`src/rtl/core/dtpy_pkg.sv`:
```
package dtpy_pkg;

   localparam int CORDIC_STEPS_DEF = 24;
   localparam int CORDIC_STEPS_MIN = 12;
   localparam int CORDIC_STEPS_MAX = 32;

   localparam int IN_W    = 32;
   localparam int DIFF_W  = 33;
   localparam int VEC_W   = 48;
   localparam int ANG_W   = 64;
   localparam int SHIFT_W = 6;
   localparam int MB_W    = 35;
   localparam int PROD_W  = 61;
   localparam int PITCH_W = 24;
   localparam int YAW_W   = 26;

   localparam logic [63:0] PI4_Q60 = 64'h0C90FDAA22168C23;
   localparam logic [30:0] GAIN_Q30 = 31'd1768195363;
   localparam logic [29:0] RAD2DEG_Q24 = 30'd961263669;
   localparam logic signed [PITCH_W-1:0] DEG90_Q16 = 24'sd5898240;
   localparam logic signed [YAW_W-1:0] DEG180_Q16 = 26'sd11796480;

   // Angle flags that ride along with the vectors through both rotator chains.
   typedef struct packed {
      logic no_dir;
      logic dy_zero;
      logic dx_zero;
      logic dx_nonneg;
      logic dy_pos;
      logic dz_zero;
      logic dz_neg;
   } flags_type;

   // atan(2^-idx) in radians with 60 fraction bits, truncated series.
   function automatic logic [63:0] atan_q60(input int idx);
      logic [63:0] sum;
      logic [63:0] term;
      int e;
      sum = 64'd0;
      if (idx == 0) begin
         sum = PI4_Q60;
      end else begin
         for (int k = 0; k < 64; k++) begin
            e = 60 - idx * (2 * k + 1);
            if (e >= 0) begin
               term = (64'd1 << e) / 64'(2 * k + 1);
               if ((k % 2) == 1) begin
                  sum = sum - term;
               end else begin
                  sum = sum + term;
               end
            end
         end
      end
      return sum;
   endfunction

endpackage

```
`src/rtl/core/dtpy_to_deg.sv`:
```
module dtpy_to_deg (
   input  logic                                 clock,
   input  logic signed [dtpy_pkg::ANG_W-1:0]    angle,
   output logic signed [dtpy_pkg::PITCH_W-1:0]  degrees
);

   logic [dtpy_pkg::ANG_W-1:0]          mag;
   logic [33:0]                         q_ff, q_in;
   logic                                neg_ff;
   logic [63:0]                         prod;
   logic [23:0]                         d;
   logic signed [dtpy_pkg::PITCH_W-1:0] deg_ff, deg_in;

   // Round the magnitude to 32 fraction bits, then scale by 180/pi.
   always_comb begin
      mag  = angle[dtpy_pkg::ANG_W-1] ? 64'(-angle) : 64'(angle);
      q_in = 34'((mag + 64'd134217728) >> 28);
   end

   always_comb begin
      prod = 64'(q_ff) * 64'(dtpy_pkg::RAD2DEG_Q24);
      d    = 24'((prod + 64'd549755813888) >> 40);
      if (d > 24'(dtpy_pkg::DEG90_Q16)) begin
         d = 24'(dtpy_pkg::DEG90_Q16);
      end
      deg_in = neg_ff ? -signed'(d) : signed'(d);
   end

   always_ff @(posedge clock) begin
      q_ff   <= q_in;
      neg_ff <= angle[dtpy_pkg::ANG_W-1];
      deg_ff <= deg_in;
   end

   assign degrees = deg_ff;

endmodule

```
`config.mk`:
```
export PLATFORM = sky130hd
export DESIGN_NAME = dtpy_to_deg
export DESIGN_NICKNAME = d
export VERILOG_FILES = /design/src/rtl/core/dtpy_pkg.sv /design/src/rtl/core/dtpy_to_deg.sv
export SDC_FILE = /design/constraint.sdc
export NUM_CORES = 1
export LEC_CHECK = 0
export ABC_AREA = 1
export BUFFER_PORTS_ARGS = -buffer_cell sky130_fd_sc_hd__buf_2
export CAP_MARGIN = 10
export CORE_MARGIN = 10
export CORE_UTILIZATION = 35
export CTS_BUF_LIST = sky130_fd_sc_hd__clkbuf_2 sky130_fd_sc_hd__clkbuf_4 sky130_fd_sc_hd__clkbuf_8
export CTS_CLUSTER_SIZE = 28
export DETAILED_ROUTE_END_ITERATION = 7
export PLACE_DENSITY_LB_ADDON = 0.1
export SYNTH_ARGS = -nofsm -noshare
export SYNTH_HDL_FRONTEND = slang
export SYNTH_SLANG_ARGS = --single-unit
```
`constraint.sdc`:
```
create_clock -name clock -period 10.9 [get_ports clock]
set_input_delay 1.635 -clock clock [delete_from_list [all_inputs] [get_ports clock]]
set_output_delay 1.635 -clock clock [all_outputs]
set_load 0.02 [all_outputs]
```
==> results.json, run 1 <==
{
  "outcome": "finished clean",
  "tritoncts": "done",
  "max_fo_critical_path": 9,
  "vias_per_cell": 4.61,
  "max-clock-path-buffers": 2,
  "finalWirelength_microns": 71700,
  "cts_made_buffers": 9,
  "synth.net_count": 3883,
  "cts_root_buffer": "clkbuf_8",
  "post-synth-top-area-cell": "fa_1",
  "globalRouteOverflowTotal": 0,
  "htree_num_levels": 3,
  "final_setup_skew_ns": 0.0244,
  "drc_errors": 0,
  "postSynthCellCount": 2995,
  "synth_seq_cells": 59,
  "finalCritPeriodShare_pct": 85.3,
  "post-synth-top-count-cell": "inv_1",
  "globalplace.congestion": 0.941,
  "yosysWarningCount": 0,
  "routed-via-count": 18300,
  "timing.final.setup_violations": 0,
  "die_area_sq_um": 78100,
  "tightestPinTransition_ns": 1.02,
  "holdPathStages": 2,
  "asyncSetResetFlopFracSynth_pct": 0,
  "crit_required_ns": 11.21,
  "detail_route.first_pass.iterations": 5,
  "grt_pass1_wl_microns": 114000,
  "max_slew_margin_pct": 32.1,
  "numPortBuffers": 87,
  "layout-drive-gt1-share_pct": 6.16,
  "synth_top_cells_by_count": "inv_1 (860), nand2_1 (616), ha_1 (438), fa_1 (385), nor2_1 (199)",
  "critPathCaptureType": "flop",
  "max-cap-violations": 0,
  "finalCriticalPeriod_ns": 9.29,
  "chipHeight_microns": 279,
  "critPathMaxStageDelay_ns": 0.87,
  "synth_top_cell_area_share_pct": 32.7,
  "syn_avg_cell_area_sq_um": 7.87,
  "timing.final.hold_violations": 0,
  "initialDrtViolationCount": 820,
  "post-cts-setup-buffer-count": 0,
  "postSynth.topFlopCell": "dfxtp_1",
  "worst-setup-path-type": "reg -> reg",
  "number_of_standard_cell_rows_in_the_floorplan": 95,
  "post_synth_edffs": 0,
  "setup_ws_ns": 1.61,
  "worst_setup_hold_path_clk_slew_ns": 0.09,
  "insertion_delay_ns": 0.42,
  "worst-endpoint-arrival_ns": 9.60,
  "postCtsResizedCells": 0,
  "maximum_number_of_pins_on_one_net_before_global_route_repair": 29,
  "preCtsSetupSlack_ns": 1.62,
  "fp.coreArea_sq_um": 66900,
  "nNetsFinal": 3985,
  "synthesis.area_sq_um": 23600,
  "grt_setup_unrepaired": "no",
  "worst_hold_path_type": "reg -> reg",
  "critPathLaunchType": "flop",
  "pin_count": 89,
  "detail-route-antenna-nets": 0,
  "cts.sink_count": 59,
  "finalMaxSlewViolations": 0,
  "grt_pass1_vias": 20200,
  "max_clk_rate_mhz": 108,
  "post_drt_wl_per_cell_microns": 18.0,
  "cpMaxStageDelayCell": "dfxtp_1",
  "antenna_found_initial": 1,
  "cts_hold_buf": 0,
  "areaGrowthSynthToFinish_pct": 7.43,
  "r2r.worst_path.cells": 39,
  "grt_util_all_layers_pct": 19.1,
  "ys_top_cells_by_area": "fa_1 (33%), ha_1 (23%), inv_1 (14%)",
  "die_width_microns": 279,
  "timing.setup.tns_ns": 0,
  "floorplan.initialDensity_pct": 35.2,
  "synth_sequential_area_ratio_pct": 5.01,
  "dpl.hpwl_microns": 64500,
  "yosysUniqueCellTypes": 46
}
registers in the layout (all words and copies together) (netlist names):
register,count
q_ff,34
degrees,24
neg_ff,1
kinds of logic (layout without fill, tap and decap cells):
| logic type | after synthesis | in the layout | share of synthesized area, % |
|---|---|---|---|
| AO/OA/AOI/OAI | 120 | 120 | 3.11 |
| XOR/XNOR | 84 | 84 | 3.15 |
| adder cells (fa/ha/maj) | 823 | 823 | 56.0 |
| buffers and inverters | 875 | 982 | 14.1 |
| flip-flops | 59 | 59 | 5.01 |
| other | 0 | 1 | 0 |
| AND/OR/NAND/NOR | 1034 | 1034 | 18.6 |
final timing paths:
| kind | endpoint | slack, ns | from |
|---|---|---|---|
| setup / recovery | degrees[14] | 1.61 | q_ff[7] |
| hold / removal | degrees[1] | 0.86 | neg_ff |
| setup reg to reg | degrees[14] | 1.61 | q_ff[7] |
| hold reg to reg | degrees[1] | 0.86 | neg_ff |
area by class of cell:
type	instances	area, sq um
fillers	7029	41600
multi-input cells	2061	19100
inverters	866	3250
flip-flops and latches	59	1180
well taps	873	1090
repair buffers	100	533
clock buffers	9	124
clock inverters	7	76.3
diodes	1	2.50
cell usage in the layout, fill, tap and decap left out, types with 19 or more instances in the layout:
cell,count
a21oi_1,53
buf_2,87
dfxtp_1,59
fa_1,385
ha_1,438
inv_1,860
nand2_1,616
nand3_1,85
nand4_1,34
nor2_1,199
nor3_1,19
o21ai_0,31
xnor2_1,30
xor2_1,53
metrics by stage:
step	hold WS (ns)	utilization, %	cells	cell area (sq um)
2_1_floorplan	0.631	-	2995	23600
3_3_place_gp	0.862	37.5	3959	25100
3_5_place_dp	0.870	37.5	3959	25100
4_1_cts	0.881	37.8	3975	25300
5_1_grt	0.960	37.8	3976	25300
6_report	0.861	37.8	3976	25300
worst max-delay path: cells and delay by family, from the launching register on:
kind	cells	cell delay (ns)
adders and majority gates	10	4.88
and+or+nand+nor	18	2.10
DFF	1	0.87
buffers and inverters	8	0.85
AOI/OAI and AO/OA	2	0.29
xor gates and xnor gates	1	0.18
routing by layer:
metal	wire [microns]	part of all wire [%]	vias up	global-route usage, %
li1	-	-	9146	-
met1	33000	46	8849	24.4
met2	35000	49	279	34.1
met3	2640	3.7	42	2.88
met4	1010	1.4	0	3.31
met5	0	0	-	0
Power of run 1 is not shown: default switching activity piles up to over one toggle a cycle in this logic, so the estimate is an artifact.
==> run 2: changes to the inputs <==
Settings changed: CORE_ASPECT_RATIO from default to 1.1, GPL_ROUTABILITY_DRIVEN from default to 0.
==> run 2 against run 1 <==
Highest routed layer unchanged. Non-clock buffer count unchanged. Global-route usage down 0.33 points. Final cell count down 0.38%. Flip-flop and latch count unchanged. Core utilization up 0.24 points. Worst setup slack worse by 0.014 ns. Wire length down 1.4%. Maximum frequency down 0.15%. Sequential share of layout area about the same. Hold slack worse by 0.036 ns.
==> results.json, run 2 (same netlist as run 1, synthesis figures left out) <==
{
  "post_drt_wl_per_cell_microns": 17.9,
  "final_setup_skew_ns": 0.0155,
  "max_ffs_per_register": 34,
  "met3_wirelength_microns": 1970,
  "worst-setup-path-type": "reg -> reg",
  "finalWirelength_microns": 70700,
  "layout-drive-gt1-share_pct": 6.16,
  "numPortBuffers": 87,
  "wl_met1_microns": 32000,
  "grt_pass1_wl_microns": 112000,
  "detail_route.first_pass.iterations": 5,
  "critPathCaptureType": "flop",
  "met2_wire_length_microns": 35200,
  "globalRouteOverflowTotal": 0,
  "tritoncts": "done",
  "critPathMaxStageDelay_ns": 0.88,
  "timing.final.hold_violations": 0,
  "cts_root_buffer": "clkbuf_8",
  "grt_pass1_vias": 20000,
  "htree_num_levels": 3,
  "crit_required_ns": 11.19,
  "routed.top_layer": "met4",
  "n_fill_cell": 7097,
  "place_inst": 3944,
  "cts_made_buffers": 9,
  "max-clock-path-buffers": 2,
  "finalCriticalPeriod_ns": 9.31,
  "routed-via-count": 18300,
  "floorplan.initialDensity_pct": 35.4,
  "timing.final.setup_violations": 0,
  "worst-endpoint-arrival_ns": 9.60,
  "fp.coreArea_sq_um": 66500,
  "cpMaxStageDelayCell": "dfxtp_1",
  "max_clk_rate_mhz": 107,
  "critPathLaunchType": "flop",
  "nNetsFinal": 3985,
  "max-cap-violations": 0,
  "max_slew_margin_pct": 34.4,
  "worst_hold_path_type": "reg -> reg",
  "die_width_microns": 267,
  "layout.cells.most_common_list": "inv_1 (860), nand2_1 (616), ha_1 (438), fa_1 (385), nor2_1 (199)",
  "finalCritPeriodShare_pct": 85.4,
  "cp_top_family": "adder cells",
  "pin_count": 89,
  "postCtsResizedCells": 0,
  "insertion_delay_ns": 0.41,
  "finish.cell_count_without_fillers": 3961,
  "timing.setup.tns_ns": 0,
  "areaGrowthSynthToFinish_pct": 7.46,
  "grt_util_all_layers_pct": 18.8,
  "maximum_number_of_pins_on_one_net_before_global_route_repair": 29,
  "drc_errors": 0,
  "worst_setup_hold_path_clk_slew_ns": 0.08,
  "register_bank_with_the_most_flops": "q_ff",
  "max_fo_critical_path": 9,
  "finalMaxSlewViolations": 0,
  "mostFrequentLayoutCell": "inv_1",
  "cpMostUsedCell": "nand2_1",
  "chipHeight_microns": 292,
  "cp_num_buf_inv": 8,
  "die_area_sq_um": 78100,
  "tightestPinTransition_ns": 0.982,
  "antenna_found_initial": 1,
  "vias_per_cell": 4.63,
  "cts_hold_buf": 0,
  "grt_setup_unrepaired": "no",
  "outcome": "finished clean",
  "detail-route-antenna-nets": 0,
  "initialDrtViolationCount": 742,
  "dpl.hpwl_microns": 64000,
  "post-cts-setup-buffer-count": 0,
  "number_of_standard_cell_rows_in_the_floorplan": 99,
  "cts.sink_count": 59
}
## run 2: worst register-to-register path: cells and delay by family (launching register included)
family | cells | cell delay, ns
adders and majority gates | 10 | 4.93
DFF | 1 | 0.88
AOI/OAI and AO/OA | 2 | 0.26
buffers and inverters | 8 | 0.75
xor gates and xnor gates | 1 | 0.18
and+or+nand+nor | 19 | 2.21
## run 2: path summary, 6_finish.rpt
path	start	end	slack [ns]	cells after the start
setup / recovery	q_ff[7]	degrees[14]	1.59	40
hold / removal	neg_ff	degrees[1]	0.83	2
setup reg to reg	q_ff[7]	degrees[14]	1.59	40
hold reg to reg	neg_ff	degrees[1]	0.83	2
## run 2: cell type report
type	count	area, sq um	share of cell area (%)
Multi-Input combinational cell	2061	19100	75.3
Clock buffer	9	124	0.489
Timing Repair Buffer	100	533	2.10
Clock inverter	7	101	0.400
Antenna cell	1	2.50	0.00988
Sequential cell	59	1180	4.66
Tap cell	858	1070	4.24
Inverter	866	3250	12.8
## run 2: metrics by stage
stage	instance area, sq um	utilization [%]	setup WS, ns	hold slack (ns)
finish	25300	38.1	1.59	0.825
global placement	25100	37.7	1.65	0.825
detailed placement	25100	37.7	1.62	0.825
floorplan	23600	-	2.85	0.631
CTS	25300	38.1	1.57	0.840
global route	25300	38.1	0.975	0.911
## run 2: layer usage
metal	global-route usage [%]	vias up
li1	-	9137
met5	0	-
met4	4.42	0
met2	33.7	264
met1	23.7	8868
met3	2.14	69
Power of run 2 is left out for the same reason.
